--- config.mk ---
export PLATFORM = sky130hd
export DESIGN_NAME = particle_frame_parser_aqi_flat
export DESIGN_NICKNAME = d
export VERILOG_FILES = /design/src/rtl/core/pfpaqi_pkg.sv /design/src/rtl/core/pfpaqi_if.sv /design/src/rtl/core/pfpaqi_ctrl.sv /design/src/rtl/core/pfpaqi_dp.sv /design/src/rtl/core/particle_frame_parser_aqi.sv /design/src/flat_wrapper.sv
export VERILOG_INCLUDE_DIRS = /design/src /design/src/rtl/core
export SDC_FILE = /design/constraint.sdc
export NUM_CORES = 1
export LEC_CHECK = 0
export ABC_AREA = 1
export CORE_ASPECT_RATIO = 1.4
export CORE_MARGIN = 3
export CORE_UTILIZATION = 58
export CTS_CLUSTER_SIZE = 28
export DETAILED_ROUTE_END_ITERATION = 10
export DONT_BUFFER_PORTS = 1
export GPL_ROUTABILITY_DRIVEN = 0
export MAX_ROUTING_LAYER = met4
export PLACE_DENSITY = 0.76
export SYNTH_ARGS = -nofsm -noshare
export SYNTH_HDL_FRONTEND = slang
export SYNTH_SLANG_ARGS = --single-unit
--- constraint.sdc ---
create_clock -name clk -period 5.4 [get_ports clk]
set_clock_uncertainty 0.2 [all_clocks]
set_input_delay 1.08 -clock clk [delete_from_list [all_inputs] [get_ports clk]]
set_output_delay 1.08 -clock clk [all_outputs]
set_load 0.005 [all_outputs]
--- src/rtl/core/assert_macros.svh ---
// Assertion macros shared by the RTL; empty when SYNTHESIS is defined.
`ifndef ASSERT_MACROS_SVH
`define ASSERT_MACROS_SVH

`ifndef SYNTHESIS
`define PFP_ASSERT(lbl, prop, msg) \
  lbl: assert property (@(posedge clk) disable iff (!rst_n) (prop)) else $error(msg);
`define PFP_ASSERT_NEXT(lbl, ante, cons, msg) \
  lbl: assert property (@(posedge clk) disable iff (!rst_n) (ante) |=> (cons)) else $error(msg);
`else
`define PFP_ASSERT(lbl, prop, msg)
`define PFP_ASSERT_NEXT(lbl, ante, cons, msg)
`endif

`endif

--- src/rtl/core/pfpaqi_pkg.sv ---
// Shared constants, types and the index segment table for the frame parser.
package pfpaqi_pkg;

  localparam logic [7:0] HDR_B    = 8'h42;
  localparam logic [7:0] HDR_M    = 8'h4D;
  localparam logic [7:0] HDR_ZERO = 8'h00;
  localparam logic [7:0] HDR_LEN  = 8'd28;

  // frame positions (0 = hunting)
  localparam logic [4:0] POS_HUNT   = 5'd0;
  localparam logic [4:0] POS_HDR_M  = 5'd1;
  localparam logic [4:0] POS_HDR_Z  = 5'd2;
  localparam logic [4:0] POS_HDR_L  = 5'd3;
  localparam logic [4:0] POS_PM1_H  = 5'd4;
  localparam logic [4:0] POS_PM1_L  = 5'd5;
  localparam logic [4:0] POS_PM25_H = 5'd6;
  localparam logic [4:0] POS_PM25_L = 5'd7;
  localparam logic [4:0] POS_PM10_H = 5'd8;
  localparam logic [4:0] POS_PM10_L = 5'd9;
  localparam logic [4:0] POS_C03_H  = 5'd16;
  localparam logic [4:0] POS_C03_L  = 5'd17;
  localparam logic [4:0] POS_LAST   = 5'd31;

  localparam int unsigned NUM_W   = 15;  // (x - x0) * dy, at most 150 * 99
  localparam logic [3:0]  DIV_LAST = 4'(NUM_W - 1);

  typedef struct packed {
    logic       cap_en;    // byte accepted this cycle
    logic [4:0] pos;       // its frame position
    logic       seg_load;  // pick segment and form numerator
    logic       div_step;  // one quotient bit
    logic       out_load;  // move result into the output register
  } pfpaqi_cmd_t;

  typedef struct packed {
    logic out_busy;        // output register full and not taken this cycle
  } pfpaqi_stat_t;

  typedef struct packed {
    logic       pass;      // above 500: index is the raw value
    logic [8:0] x0;
    logic [7:0] dx;
    logic [8:0] y0;
    logic [6:0] dy;
  } pfpaqi_seg_t;

  function automatic pfpaqi_seg_t seg_of(input logic [15:0] x);
    pfpaqi_seg_t s;
    s = '{pass: 1'b0, x0: 9'd0, dx: 8'd12, y0: 9'd0, dy: 7'd50};
    if (x <= 16'd12) begin
      s = '{pass: 1'b0, x0: 9'd0,   dx: 8'd12,  y0: 9'd0,   dy: 7'd50};
    end else if (x <= 16'd35) begin
      s = '{pass: 1'b0, x0: 9'd13,  dx: 8'd22,  y0: 9'd51,  dy: 7'd49};
    end else if (x <= 16'd55) begin
      s = '{pass: 1'b0, x0: 9'd35,  dx: 8'd20,  y0: 9'd101, dy: 7'd49};
    end else if (x <= 16'd150) begin
      s = '{pass: 1'b0, x0: 9'd55,  dx: 8'd95,  y0: 9'd151, dy: 7'd49};
    end else if (x <= 16'd250) begin
      s = '{pass: 1'b0, x0: 9'd150, dx: 8'd100, y0: 9'd201, dy: 7'd99};
    end else if (x <= 16'd350) begin
      s = '{pass: 1'b0, x0: 9'd250, dx: 8'd100, y0: 9'd301, dy: 7'd99};
    end else if (x <= 16'd500) begin
      s = '{pass: 1'b0, x0: 9'd350, dx: 8'd150, y0: 9'd401, dy: 7'd99};
    end else begin
      s = '{pass: 1'b1, x0: 9'd0,   dx: 8'd1,   y0: 9'd0,   dy: 7'd0};
    end
    return s;
  endfunction

endpackage

--- src/rtl/core/pfpaqi_if.sv ---
// Valid/ready channel interfaces for the byte input and the result output.
interface pfpaqi_in_if;
  logic       valid;
  logic       ready;
  logic [7:0] rx_byte;
  modport source (output valid, output rx_byte, input ready);
  modport sink   (input valid, input rx_byte, output ready);
endinterface

interface pfpaqi_out_if;
  logic        valid;
  logic        ready;
  logic [15:0] pm1_value;
  logic [15:0] pm25_value;
  logic [15:0] pm10_value;
  logic [15:0] count_03_value;
  logic [15:0] aqi_value;
  modport source (output valid, output pm1_value, output pm25_value, output pm10_value,
                  output count_03_value, output aqi_value, input ready);
  modport sink   (input valid, input pm1_value, input pm25_value, input pm10_value,
                  input count_03_value, input aqi_value, output ready);
endinterface

--- src/rtl/core/pfpaqi_ctrl.sv ---
// Controller: header hunt, frame position and index calculation sequencing.
module pfpaqi_ctrl
  import pfpaqi_pkg::*;
(
  input  logic         clk,
  input  logic         rst_n,
  input  logic         in_valid,
  input  logic [7:0]   in_byte,
  output logic         in_ready,
  input  pfpaqi_stat_t stat,
  output pfpaqi_cmd_t  cmd
);

  localparam logic [1:0] S_RUN = 2'd0;
  localparam logic [1:0] S_SEG = 2'd1;
  localparam logic [1:0] S_DIV = 2'd2;
  localparam logic [1:0] S_OUT = 2'd3;

  logic [1:0] state_r, state_nxt;
  logic [4:0] pos_r, pos_nxt;
  logic [3:0] cnt_r, cnt_nxt;
  logic       accept;
  logic [4:0] hunt;

  assign in_ready = (state_r == S_RUN);
  assign accept   = in_valid && in_ready;
  // a mismatching header byte is itself checked as a possible 'B'
  assign hunt     = (in_byte == HDR_B) ? POS_HDR_M : POS_HUNT;

  always_comb begin
    state_nxt = state_r;
    pos_nxt   = pos_r;
    cnt_nxt   = cnt_r;
    case (state_r)
      S_RUN: begin
        if (accept) begin
          case (pos_r)
            POS_HUNT:  pos_nxt = hunt;
            POS_HDR_M: pos_nxt = (in_byte == HDR_M)    ? POS_HDR_Z : hunt;
            POS_HDR_Z: pos_nxt = (in_byte == HDR_ZERO) ? POS_HDR_L : hunt;
            POS_HDR_L: pos_nxt = (in_byte == HDR_LEN)  ? POS_PM1_H : hunt;
            POS_LAST: begin
              pos_nxt   = POS_HUNT;
              state_nxt = S_SEG;
            end
            default:   pos_nxt = pos_r + 5'd1;
          endcase
        end
      end
      S_SEG: begin
        cnt_nxt   = 4'd0;
        state_nxt = S_DIV;
      end
      S_DIV: begin
        cnt_nxt = cnt_r + 4'd1;
        if (cnt_r == DIV_LAST) begin
          state_nxt = S_OUT;
        end
      end
      S_OUT: begin
        if (!stat.out_busy) begin
          state_nxt = S_RUN;
        end
      end
      default: state_nxt = S_RUN;
    endcase
  end

  always_ff @(posedge clk) begin
    if (!rst_n) begin
      state_r <= S_RUN;
      pos_r   <= POS_HUNT;
      cnt_r   <= 4'd0;
    end else begin
      state_r <= state_nxt;
      pos_r   <= pos_nxt;
      cnt_r   <= cnt_nxt;
    end
  end

  always_comb begin
    cmd.cap_en   = accept;
    cmd.pos      = pos_r;
    cmd.seg_load = (state_r == S_SEG);
    cmd.div_step = (state_r == S_DIV);
    cmd.out_load = (state_r == S_OUT) && !stat.out_busy;
  end

endmodule

--- src/rtl/core/pfpaqi_dp.sv ---
// Datapath: field capture, segment multiply, bit-serial divider, output register.
module pfpaqi_dp
  import pfpaqi_pkg::*;
(
  input  logic         clk,
  input  logic         rst_n,
  input  logic [7:0]   in_byte,
  input  pfpaqi_cmd_t  cmd,
  output pfpaqi_stat_t stat,
  input  logic         out_ready,
  output logic         out_valid,
  output logic [15:0]  out_pm1,
  output logic [15:0]  out_pm25,
  output logic [15:0]  out_pm10,
  output logic [15:0]  out_c03,
  output logic [15:0]  out_aqi
);

  logic [7:0]  hi_r;
  logic [15:0] pm1_r, pm25_r, pm10_r, c03_r;
  logic [15:0] word;

  pfpaqi_seg_t seg;
  logic [7:0]  xoff;
  logic        pass_r;
  logic [7:0]  dx_r;
  logic [8:0]  y0_r;
  logic [NUM_W-1:0] num_r;   // numerator, shifted out as quotient bits come in
  logic [7:0]  rem_r;
  logic [8:0]  rem_sh;
  logic        qbit;

  logic        valid_r;
  logic [15:0] o_pm1_r, o_pm25_r, o_pm10_r, o_c03_r, o_aqi_r;
  logic [15:0] aqi;

  assign word = {hi_r, in_byte};

  always_ff @(posedge clk) begin
    if (!rst_n) begin
      hi_r   <= '0;
      pm1_r  <= '0;
      pm25_r <= '0;
      pm10_r <= '0;
      c03_r  <= '0;
    end else if (cmd.cap_en) begin
      case (cmd.pos)
        POS_PM1_H, POS_PM25_H, POS_PM10_H, POS_C03_H: hi_r <= in_byte;
        POS_PM1_L:  pm1_r  <= word;
        POS_PM25_L: pm25_r <= word;
        POS_PM10_L: pm10_r <= word;
        POS_C03_L:  c03_r  <= word;
        default: ;
      endcase
    end
  end

  assign seg    = seg_of(pm25_r);
  assign xoff   = 8'(pm25_r[8:0] - seg.x0);
  assign rem_sh = {rem_r, num_r[NUM_W-1]};
  assign qbit   = (rem_sh >= {1'b0, dx_r});

  always_ff @(posedge clk) begin
    if (cmd.seg_load) begin
      pass_r <= seg.pass;
      dx_r   <= seg.dx;
      y0_r   <= seg.y0;
      num_r  <= NUM_W'(xoff) * NUM_W'(seg.dy);
      rem_r  <= '0;
    end else if (cmd.div_step) begin
      rem_r <= qbit ? 8'(rem_sh - {1'b0, dx_r}) : rem_sh[7:0];
      num_r <= {num_r[NUM_W-2:0], qbit};
    end
  end

  assign aqi = pass_r ? pm25_r : (16'(y0_r) + 16'(num_r));

  always_ff @(posedge clk) begin
    if (!rst_n) begin
      valid_r <= 1'b0;
    end else if (cmd.out_load) begin
      valid_r <= 1'b1;
    end else if (out_ready) begin
      valid_r <= 1'b0;
    end
  end

  always_ff @(posedge clk) begin
    if (cmd.out_load) begin
      o_pm1_r  <= pm1_r;
      o_pm25_r <= pm25_r;
      o_pm10_r <= pm10_r;
      o_c03_r  <= c03_r;
      o_aqi_r  <= aqi;
    end
  end

  assign stat.out_busy = valid_r && !out_ready;
  assign out_valid     = valid_r;
  assign out_pm1       = o_pm1_r;
  assign out_pm25      = o_pm25_r;
  assign out_pm10      = o_pm10_r;
  assign out_c03       = o_c03_r;
  assign out_aqi       = o_aqi_r;

endmodule

--- src/rtl/core/particle_frame_parser_aqi.sv ---
// Top level: particle sensor frame parser with PM2.5 index.
//
// in_chan carries one received serial byte per request (valid/ready). The
// block hunts for the header 'B','M',0x00,28, counts a 32-byte frame and
// captures PM1, PM2.5, PM10 and the 0.3 um count (big-endian words). Header
// bytes that do not match send it back to hunting; payload and checksum are
// not checked.
// out_chan carries one result request per complete frame: the four fields and
// the PM2.5 index (raw PM2.5 above 500).
// Ordinary bytes are accepted back to back. After the last frame byte in_ready
// drops while the segment is picked and the product formed, then a restoring
// divider produces one quotient bit a cycle, then the result enters the output
// register, which raises out_chan.valid.
// The output register holds a result while the receiver stalls and bytes of
// the next frame keep being accepted; only a second finished frame waits for
// the register to empty, with in_ready low.
// Synchronous reset (rst_n low) clears the position to hunting, the captured
// fields to zero and the output valid.
`include "assert_macros.svh"

module particle_frame_parser_aqi
  import pfpaqi_pkg::*;
(
  input  logic          clk,
  input  logic          rst_n,
  pfpaqi_in_if.sink     in_chan,
  pfpaqi_out_if.source  out_chan
);

  pfpaqi_cmd_t  cmd;
  pfpaqi_stat_t stat;

  pfpaqi_ctrl u_ctrl (
    .clk      (clk),
    .rst_n    (rst_n),
    .in_valid (in_chan.valid),
    .in_byte  (in_chan.rx_byte),
    .in_ready (in_chan.ready),
    .stat     (stat),
    .cmd      (cmd)
  );

  pfpaqi_dp u_dp (
    .clk       (clk),
    .rst_n     (rst_n),
    .in_byte   (in_chan.rx_byte),
    .cmd       (cmd),
    .stat      (stat),
    .out_ready (out_chan.ready),
    .out_valid (out_chan.valid),
    .out_pm1   (out_chan.pm1_value),
    .out_pm25  (out_chan.pm25_value),
    .out_pm10  (out_chan.pm10_value),
    .out_c03   (out_chan.count_03_value),
    .out_aqi   (out_chan.aqi_value)
  );

  `PFP_ASSERT(a_no_load_while_rx, !(in_chan.ready && cmd.out_load), "load while accepting bytes")
  `PFP_ASSERT_NEXT(a_load_sets_valid, cmd.out_load, out_chan.valid, "loaded result not valid")
  `PFP_ASSERT_NEXT(a_seg_blocks_rx, cmd.seg_load, !in_chan.ready && cmd.div_step, "bad calc start")

endmodule

--- src/flat_wrapper.sv ---
// flat-port wrapper written by rule: the top's interface ports become plain ports
module particle_frame_parser_aqi_flat import pfpaqi_pkg::*;
  (clk, rst_n, in_chan_valid, in_chan_rx_byte, in_chan_ready, out_chan_valid, out_chan_pm1_value, out_chan_pm25_value, out_chan_pm10_value, out_chan_count_03_value, out_chan_aqi_value, out_chan_ready);
  pfpaqi_in_if in_chan_i ();
  pfpaqi_out_if out_chan_i ();
  input  logic clk;
  input  logic rst_n;
  input wire logic [$bits(in_chan_i.valid)-1:0] in_chan_valid;
  input wire logic [$bits(in_chan_i.rx_byte)-1:0] in_chan_rx_byte;
  output wire logic [$bits(in_chan_i.ready)-1:0] in_chan_ready;
  output wire logic [$bits(out_chan_i.valid)-1:0] out_chan_valid;
  output wire logic [$bits(out_chan_i.pm1_value)-1:0] out_chan_pm1_value;
  output wire logic [$bits(out_chan_i.pm25_value)-1:0] out_chan_pm25_value;
  output wire logic [$bits(out_chan_i.pm10_value)-1:0] out_chan_pm10_value;
  output wire logic [$bits(out_chan_i.count_03_value)-1:0] out_chan_count_03_value;
  output wire logic [$bits(out_chan_i.aqi_value)-1:0] out_chan_aqi_value;
  input wire logic [$bits(out_chan_i.ready)-1:0] out_chan_ready;
  assign in_chan_i.valid = in_chan_valid;
  assign in_chan_i.rx_byte = in_chan_rx_byte;
  assign in_chan_ready = in_chan_i.ready;
  assign out_chan_valid = out_chan_i.valid;
  assign out_chan_pm1_value = out_chan_i.pm1_value;
  assign out_chan_pm25_value = out_chan_i.pm25_value;
  assign out_chan_pm10_value = out_chan_i.pm10_value;
  assign out_chan_count_03_value = out_chan_i.count_03_value;
  assign out_chan_aqi_value = out_chan_i.aqi_value;
  assign out_chan_i.ready = out_chan_ready;
  particle_frame_parser_aqi u_core (.clk(clk), .rst_n(rst_n), .in_chan(in_chan_i), .out_chan(out_chan_i));
endmodule
==> results of run 1 <==
[layout make-up]
class	instances	area, sq um	area share (%)
clock inverter	11	87.58	0.6903
inverter	152	575.6	4.536
multi-input combinational	865	5231	41.23
clock buffer	25	560.5	4.418
timing repair buffer	97	739.5	5.828
tap	240	300.3	2.367
sequential	203	5194	40.93
[state kept, by name, summed over array words and instances, names as in the netlist]
signal,cells
u_core.u_dp.out_pm10,16
u_core.u_dp.out_pm25,16
u_core.u_ctrl.state_r,2
u_core.u_dp.pass_r,1
u_core.u_dp.num_r,15
u_core.u_dp.dx_r,8
u_core.u_dp.out_aqi,16
u_core.u_ctrl.pos_r,5
u_core.u_dp.out_valid,1
u_core.u_dp.pm25_r,16
u_core.u_dp.pm1_r,16
u_core.u_dp.y0_r,7
u_core.u_dp.rem_r,8
u_core.u_ctrl.cnt_r,4
u_core.u_dp.out_pm1,16
u_core.u_dp.pm10_r,16
u_core.u_dp.hi_r,8
u_core.u_dp.out_c03,16
u_core.u_dp.c03_r,16
[power by group through the flow]
stage / sequential (mW) / clock [mW] / combinational, mW
2_1_floorplan: 2.07 / 0 / 1.52
3_3_place_gp: 2.15 / 0 / 2.12
3_5_place_dp: 2.15 / 0 / 2.16
4_1_cts: 2.12 / 1.37 / 2.32
5_1_grt: 2.15 / 1.43 / 2.88
6_report: 2.13 / 1.35 / 2.62
[repair_timing]
action | CTS | global route
buffers inserted | 2 | 13
hold buffers | 0 | 0
resized for setup | 32 | 80
pin swaps | 9 | 50
setup endpoints to repair | 7 | 8
[stage by stage]
| stage | power, mW | cell area [sq um] | TNS (ps) | hold slack (ps) | instances |
|---|---|---|---|---|---|
| after detailed placement | 4.314 | 11460 | -712.3 | 214.1 | 1542 |
| after CTS | 5.815 | 12270 | 0 | 224.8 | 1580 |
| after floorplan | 3.592 | 10670 | 0 | 203.0 | 1250 |
| final | 6.097 | 12690 | -405.6 | 230.8 | 1593 |
| after global placement | 4.263 | 11460 | -176.0 | 207.4 | 1542 |
| after global routing | 6.466 | 12690 | -1791 | 238.9 | 1593 |
[kinds of logic after synthesis]
logic type,Yosys count
adders and majority gates,91
DFF,203
xor gates and xnor gates,8
buffers and inverters,182
AOI/OAI and AO/OA,202
and+or+nand+nor,564
[placed cells by master, fill, tap and decap left out, drive strengths merged, types with 3 or more instances in the layout]
master	instances
buf	97
nor3	15
clkinv	8
or2	12
nand4	10
o21ai	110
edfxtp	111
inv	154
dfxtp	92
xnor2	4
xor2	4
nand2	251
nor2	194
fa	16
clkbuf	25
o21a	3
o211ai	3
nand3	77
ha	75
a21oi	79
[final timing paths]
| check | end | cells past startpoint | from | slack [ps] |
|---|---|---|---|---|
| max | u_core.u_dp.num_r[9] | 32 | u_core.u_dp.pm25_r[11] | -140 |
| min | u_core.u_dp.out_pm1[11] | 0 | u_core.u_dp.pm1_r[11] | 230 |
| max reg2reg | u_core.u_dp.num_r[9] | 32 | u_core.u_dp.pm25_r[11] | -140 |
| min reg2reg | u_core.u_dp.out_pm1[11] | 0 | u_core.u_dp.pm1_r[11] | 230 |
[layer usage]
metal  global-route usage [%]  vias to the layer above  share of wire, %
met5                        -                        -                 0
met4                    15.63                        0               6.1
met3                    4.789                      121               6.9
met2                    49.82                      382                52
met1                    30.03                     4288                35
li1                         -                     4305                 -
==> flow_metrics.env, run 1 <==
export IMPL_clock_latency_ps=500
export IMPL_synthTopCellsByCount="nand2_1 (241), nor2_1 (186), inv_1 (141), edfxtp_1 (111), o21ai_0 (108)"
export IMPL_pwr_share_clk_pct=22.2
export IMPL_clk_pin_slew_worst_paths_ps=70
export IMPL_synthMuxAreaShare_pct=0
export IMPL_ys_types=42
export IMPL_core_area_sq_mm=0.01800
export IMPL_fp_dieH_um=166.4
export IMPL_fin_util_pct=70.50
export IMPL_wl_um=29480
export IMPL_hold_viol=0
export IMPL_initial_core_util_pct=59.25
export IMPL_overflow=0
export IMPL_io_buffers=0
export IMPL_cts_root_buf="clkbuf_16"
export IMPL_drv_cap=0
export IMPL_hp_class="register to register"
export IMPL_netlist_instances=1250
export IMPL_fmax_mhz=180.5
export IMPL_switching_share_pct=38.77
export IMPL_clock_sinks=203
export IMPL_leakagePower_nw=5.534
export IMPL_synth_top_family_by_area="simple AND/OR/NAND/NOR gates"
export IMPL_synth_area_leader_cell="edfxtp_1"
export IMPL_via_per_inst=5.710
export IMPL_via_count=9096
export IMPL_antenna_cells=0
export IMPL_synth_seq_area_share_pct=48.53
export IMPL_crit_path_max_incr_delay_ps=520
export IMPL_slew_headroom_pct=37.10
export IMPL_synth_simple_area_share_pct=22.51
export IMPL_ys_warn_count=0
export IMPL_antenna_found_initial=0
export IMPL_maxSlewViolCount=0
export IMPL_grt_max_degree=80
export IMPL_period_share_pct=102.6
export IMPL_startpoint_type="register"
export IMPL_status="complete, but fails checks"
export IMPL_synth_area_leaders="edfxtp_1 (31%), dfxtp_1 (17%), ha_1 (8.8%)"
export IMPL_cts_tree="yes"
export IMPL_required_ps=5430
export IMPL_htreeDepth=1
export IMPL_post_route_drc_count=0
export IMPL_synth_main_ff_cell="edfxtp_1"
export IMPL_setup_violations=5
export IMPL_vdd_ir_drop_max_v=0.0003625
export IMPL_synth_xor_area_share_pct=0.6571
export IMPL_area_delta_synth_final_pct=19.00
export IMPL_rsz0062_at_grt="yes"
export IMPL_wl_per_cell_um=18.50
export IMPL_cts_buffers=20
export IMPL_grt_first_pass_wirelength_um=43960
export IMPL_p_sw_mw=2.364
export IMPL_yosysMostFrequentCell="nand2_1"
export IMPL_syn_nets=1353
export IMPL_setup_ws_ps=-139.3
export IMPL_ios=94
export IMPL_synth_compound_area_share_pct=9.939
export IMPL_first_pass_iters=5
export IMPL_ys_ff_latch=203
export IMPL_synthAdderAreaFrac_pct=11.80
export IMPL_fillCellCount=1355
export IMPL_postSynthAreaPerCell_sq_um=8.530
export IMPL_synth_top_area_share_pct=31.26
export IMPL_pwr_share_seq_pct=34.9
export IMPL_crit_top_cell="nand2_2"
export IMPL_cp_data_arrival_time_ps=5570
export IMPL_dieArea_sq_mm=0.02007
export IMPL_clk_path_buf_depth=3
export IMPL_grt_pass1_vias=8895
export IMPL_violations="negative setup slack"
export IMPL_tightest_slew_ps=941.4
export IMPL_slowest_stage="fa_1"
export IMPL_critPathMaxFanout=4
export IMPL_crit_family="adder cells"
export IMPL_path_buf_inv=5
export IMPL_drive_gt1_share_pct=20.18
export IMPL_row_count=58
export IMPL_synth_edf_count=111
export IMPL_hpwlAfterDp_um=20430
export IMPL_end_kind="register"
export IMPL_postRouteAntennaNets=0
export IMPL_layout_nets=1442
export IMPL_power_density_mw_per_mm2=480.5
export IMPL_drt_iter0_drc=753
export IMPL_die_x_um=120.6
export IMPL_power_share_combinational_pct=42.9
export IMPL_p_int_mw=3.733
export IMPL_synthArstFlopShare_pct=0
export IMPL_period_needed_ps=5539
export IMPL_syn_cell_area_sq_mm=0.01066
export IMPL_critical_path_class="register to register"
export IMPL_place_ws_ps=-146.0
export IMPL_grt_use_total_pct=28.39
(Power assumes the default switching activity.)
==> inputs of run 2 (changes only) <==
- CELL_PAD_IN_SITES_DETAIL_PLACEMENT: default -> 0
- CELL_PAD_IN_SITES_GLOBAL_PLACEMENT: default -> 1
- CORE_UTILIZATION: 58 -> 44
- MAX_ROUTING_LAYER: met4 -> default
- PLACE_DENSITY: 0.76 -> default
- PLACE_DENSITY_LB_ADDON: default -> 0.1
==> run 2 against run 1 <==
Against the previous run:
- via count is 6.2% lower
- worst hold slack got worse by 7.6 ps
- design area is 2.9% higher
- setup slack improved by 300 ps
- die area up 30%
- the run now ends clean
- cell count increased by 5.2%
- largest power group unchanged
- largest cell class unchanged
- register-to-register slack improved by 300 ps
==> flow_metrics.env, run 2 (same netlist as run 1, synthesis figures left out) <==
export IMPL_layout_nets=1457
export IMPL_period_share_pct=97.09
export IMPL_final_cell_mix="nand2_1 (218), nor2_1 (173), inv_1 (125), edfxtp_1 (111), o21ai_0 (106)"
export IMPL_power_density_mw_per_mm2=474.1
export IMPL_core_area_sq_mm=0.02354
export IMPL_endpoint="u_core.u_dp.num_r[13]"
export IMPL_grt_pass1_vias=8416
export IMPL_io_buffers=0
export IMPL_hold_slack_ps=223.2
export IMPL_setup_ws_ps=157.3
export IMPL_vdd_ir_drop_max_v=0.0003369
export IMPL_fp_dieH_um=190.2
export IMPL_cts_buffers=22
export IMPL_startpoint="u_core.u_dp.pm25_r[13]"
export IMPL_dieArea_sq_mm=0.02616
export IMPL_crit_path_max_incr_delay_ps=530
export IMPL_cp_data_arrival_time_ps=5330
export IMPL_antenna_cells=0
export IMPL_slowest_stage="fa_1"
export IMPL_period_needed_ps=5243
export IMPL_status="complete, no violations"
export IMPL_overflow=0
export IMPL_startpoint_type="register"
export IMPL_end_kind="register"
export IMPL_htreeDepth=1
export IMPL_setup_violations=0
export IMPL_critical_path_class="register to register"
export IMPL_post_route_drc_count=0
export IMPL_ios=94
export IMPL_die_x_um=137.6
export IMPL_postRouteAntennaNets=0
export IMPL_wl_per_cell_um=17.83
export IMPL_critPathMaxFanout=4
export IMPL_r2r_slack_ps=160
export IMPL_hpwlAfterDp_um=22190
export IMPL_fin_cells=1676
export IMPL_row_count=66
export IMPL_drive_gt1_share_pct=21.68
export IMPL_clock_sinks=203
export IMPL_fin_util_pct=55.45
export IMPL_cts_tree="yes"
export IMPL_via_per_inst=5.090
export IMPL_final_common_cell="nand2_1"
export IMPL_drv_cap=0
export IMPL_grt_first_pass_wirelength_um=46040
export IMPL_clock_latency_ps=520
export IMPL_cts_root_buf="clkbuf_16"
export IMPL_tightest_slew_ps=949.7
export IMPL_placed_cells=1626
export IMPL_fillCellCount=2216
export IMPL_hold_buffers=0
export IMPL_grt_max_degree=80
export IMPL_drt_iter0_drc=432
export IMPL_leakagePower_nw=5.619
export IMPL_place_ws_ps=-258.1
export IMPL_antenna_found_initial=0
export IMPL_clk_path_buf_depth=3
export IMPL_maxSlewViolCount=0
export IMPL_first_pass_iters=5
export IMPL_worst_r2r_endpoint="u_core.u_dp.num_r[13]"
export IMPL_wl_um=29880
export IMPL_fmax_mhz=190.7
export IMPL_via_count=8531
export IMPL_crit_top_cell="nand2_2"
export IMPL_clk_pin_slew_worst_paths_ps=70
export IMPL_grt_use_total_pct=22.93
export IMPL_r2r_start="u_core.u_dp.pm25_r[13]"
export IMPL_required_ps=5480
export IMPL_area_delta_synth_final_pct=22.40
export IMPL_place_area_sq_mm=0.01169
export IMPL_slew_headroom_pct=36.69
export IMPL_initial_core_util_pct=45.31
export IMPL_hp_class="register to register"
export IMPL_hold_viol=0
export IMPL_final_cell_area_sq_mm=0.01305
export IMPL_r2r_cells=31
export IMPL_rsz0062_at_grt="yes"
==> run 2: cell types whose count changed in the layout (fill, tap and decap cells not counted), sizes merged <==
cell	before	now
buf	97	110
clkinvlp	1	2
inv	154	153
clkbuf	25	29
==> run 2: layout make-up <==
cell class	instances	area, sq um	area share [%]
clock inverter	11	80.08	0.6136
clock buffer	29	618.1	4.736
multi-input combinational	865	5349	40.98
inverter	152	575.6	4.410
tap	306	382.9	2.934
sequential	203	5189	39.76
timing repair buffer	110	857.1	6.567
==> run 2: power breakdown <==
| group | switching (mW) | total, mW | internal [mW] |
|---|---|---|---|
| registers | 0.202 | 2.14 | 1.94 |
| clock network | 0.627 | 1.44 | 0.816 |
| logic | 1.54 | 2.60 | 1.06 |
| total | 2.37 | 6.19 | 3.82 |
==> run 2: through the flow <==
| stage | setup TNS [ps] | total power, mW |
|---|---|---|
| after detailed placement | -1599 | 4.404 |
| after CTS | 0 | 5.957 |
| after floorplan | 0 | 3.592 |
| final | 0 | 6.187 |
| after global placement | -1296 | 4.395 |
| after global routing | -230.2 | 6.631 |
==> run 2: critical path, delay by kind of cell (launching register included) <==
family / cells / cell delay [ps]
buffers and inverters: 6 / 440
flip-flops: 1 / 320
AND/OR/NAND/NOR: 16 / 1230
adder cells (fa/ha/maj): 6 / 2360
AO/OA/AOI/OAI: 2 / 250
XOR/XNOR: 1 / 150
==> run 2: worst min path at each step <==
stage	end	start	cells after the start	slack, ps
floorplan	u_core.u_dp.out_c03[0]	u_core.u_dp.c03_r[0]	0	200
global placement	u_core.u_dp.out_pm10[7]	u_core.u_dp.pm10_r[7]	0	210
detailed placement	u_core.u_dp.out_pm10[6]	u_core.u_dp.pm10_r[6]	0	210
CTS	u_core.u_dp.out_pm1[0]	u_core.u_dp.pm1_r[0]	0	220
global route	u_core.u_dp.out_pm1[0]	u_core.u_dp.pm1_r[0]	0	230
finish	u_core.u_dp.out_pm1[0]	u_core.u_dp.pm1_r[0]	0	220
==> run 2: routing by layer <==
layer | GRT usage (%) | wire (um) | vias to the layer above
met3 | 3.413 | 1074 | 51
met2 | 42.14 | 15970 | 149
li1 | - | - | 4329
met1 | 26.85 | 11890 | 4002
met4 | 7.642 | 942 | 0
met5 | 0 | 0 | -
==> run 2: timing repair <==
item,CTS,global route
buffers inserted,3,7
pin swaps,11,53
endpoints found under the setup margin,7,9
resized for setup,30,99
endpoints found under the hold margin,0,0
==> inputs of run 3 (changes only) <==
- PLACE_DENSITY_LB_ADDON: 0.1 -> 0.2
==> run 3 against run 2 <==
Against the previous run:
- power fell by 0.52%
- count of clock-buffer cells in the layout grew 3
- register-to-register slack lost 70 ps
- critical path type unchanged
- first-iteration DRC count decreased by 2.5%
- global-route usage shrank 0.20 points
==> flow_metrics.env, run 3 (same netlist as run 1, synthesis figures left out) <==
export IMPL_grt_first_pass_wirelength_um=46020
export IMPL_first_pass_iters=4
export IMPL_critPathMaxFanout=4
export IMPL_r2r_cells=27
export IMPL_overflow=0
export IMPL_post_route_drc_count=0
export IMPL_antenna_found_initial=0
export IMPL_setup_violations=0
export IMPL_layout_nets=1456
export IMPL_fmax_mhz=188.1
export IMPL_initial_core_util_pct=45.31
export IMPL_via_count=8701
export IMPL_r2r_start="u_core.u_dp.pm25_r[11]"
export IMPL_clk_pin_slew_worst_paths_ps=60
export IMPL_postRouteAntennaNets=0
export IMPL_startpoint="u_core.u_dp.pm25_r[11]"
export IMPL_power_mw=6.155
export IMPL_worst_r2r_endpoint="u_core.u_dp.num_r[9]"
export IMPL_core_area_sq_mm=0.02354
export IMPL_drive_gt1_share_pct=21.55
export IMPL_clock_latency_ps=520
export IMPL_hp_class="register to register"
export IMPL_end_kind="register"
export IMPL_antenna_cells=0
export IMPL_cts_buffers=22
export IMPL_grt_use_total_pct=22.73
export IMPL_grt_max_degree=81
export IMPL_r2r_slack_ps=80
export IMPL_fp_dieH_um=190.2
export IMPL_die_x_um=137.6
export IMPL_required_ps=5450
export IMPL_final_common_cell="nand2_1"
export IMPL_htreeDepth=1
export IMPL_period_share_pct=98.45
export IMPL_slew_headroom_pct=26.94
export IMPL_dieArea_sq_mm=0.02616
export IMPL_drv_cap=0
export IMPL_final_setup_tns_ps=0
export IMPL_rsz0062_at_grt="yes"
export IMPL_endpoint="u_core.u_dp.num_r[9]"
export IMPL_tightest_slew_ps=1096
export IMPL_critical_path_class="register to register"
export IMPL_ios=94
export IMPL_hold_buffers=0
export IMPL_hpwlAfterDp_um=21980
export IMPL_final_cell_mix="nand2_1 (213), nor2_1 (173), inv_1 (127), edfxtp_1 (111), o21ai_0 (105)"
export IMPL_hold_viol=0
export IMPL_wl_um=29910
export IMPL_wl_per_cell_um=17.86
export IMPL_startpoint_type="register"
export IMPL_leakagePower_nw=5.587
export IMPL_grt_pass1_vias=8632
export IMPL_vdd_ir_drop_max_v=0.0002663
export IMPL_area_delta_synth_final_pct=21.36
export IMPL_clock_sinks=203
export IMPL_cp_data_arrival_time_ps=5360
export IMPL_cts_tree="yes"
export IMPL_power_density_mw_per_mm2=475.7
export IMPL_row_count=66
export IMPL_status="complete, no violations"
export IMPL_clk_path_buf_depth=3
export IMPL_period_needed_ps=5316
export IMPL_cts_root_buf="clkbuf_16"
export IMPL_via_per_inst=5.195
export IMPL_drt_iter0_drc=421
export IMPL_maxSlewViolCount=0
export IMPL_io_buffers=0
[run 3: changes by cell type in the layout (fill, tap and decap cells not counted), moves of 3 or more]
cell      previous run  this run
ha_1                52        55
nand2_1            218       213
clkbuf_1             4         8
nand2_2             27        33
dfxtp_1             85        82
ha_4                22        19
[run 3: what timing repair did]
item,in CTS,in global routing
resized for setup,30,96
pin swaps,7,54
endpoints found under the setup margin,6,9
buffers inserted,1,13
[run 3: final cells by class]
cell class | count | area, sq um
Clock buffer | 32 | 608.1
Tap cell | 306 | 382.9
Timing Repair Buffer | 109 | 837.1
Fill cell | 2217 | 10600
Sequential cell | 203 | 5195
Multi-Input combinational cell | 865 | 5280
Clock inverter | 8 | 61.31
Inverter | 152 | 575.6
[run 3: worst min path at each step]
stage                     startpoint  cells past startpoint  slack (ps)                      end
3_3_place_gp   u_core.u_dp.pm10_r[4]                      0         210  u_core.u_dp.out_pm10[4]
3_5_place_dp    u_core.u_dp.c03_r[0]                      0         220   u_core.u_dp.out_c03[0]
4_1_cts        u_core.u_dp.pm1_r[13]                      0         210  u_core.u_dp.out_pm1[13]
6_report       u_core.u_dp.pm1_r[13]                      0         220  u_core.u_dp.out_pm1[13]
5_1_grt        u_core.u_dp.pm1_r[14]                      0         220  u_core.u_dp.out_pm1[14]
2_1_floorplan   u_core.u_dp.c03_r[0]                      0         200   u_core.u_dp.out_c03[0]
[run 3: per-stage QoR]
stage               hold WS (ps)  instance area (sq um)  std cells  setup slack, ps  util, %
global route               221.6                  12940       1675           -136.6    54.98
detailed placement         216.0                  11640       1621           -184.5    49.47
CTS                        208.3                  12490       1662            2.693    53.08
finish                     218.1                  12940       1675            83.97    54.98
floorplan                  203.0                  10670       1250            73.58        -
global placement           208.1                  11640       1621           -220.4    49.47
[run 3: where the power goes]
group | switching (mW) | internal, mW
Combinational | 1.56 | 1.05
Clock | 0.610 | 0.790
Sequential | 0.204 | 1.94
Total | 2.37 | 3.79
[run 3: per-layer routing]
metal	GRT usage [%]	up-vias	share of wire (%)
met1	25.55	4071	38
met3	4.074	85	4.9
met5	0	-	0
li1	-	4331	-
met2	41.24	214	52
met4	10.06	0	5.1
[run 3: critical path: stages, from the launching register on]
cell,delay [ps]
dfxtp_2,320
nor2_2,100
nand2_2,80
nor2_4,190
nand2_4,90
nor2_4,130
nor2_4,50
nor2_2,90
ha_2,190
inv_2,50
fa_2,400
buf_6,130
xor2_2,130
nand2_1,90
fa_1,490
fa_1,530
inv_2,50
ha_4,260
inv_2,30
fa_1,510
inv_2,50
ha_4,290
a21oi_2,60
o21a_1,190
nand2_2,110
buf_6,110
xnor2_2,90
o21ai_1,70
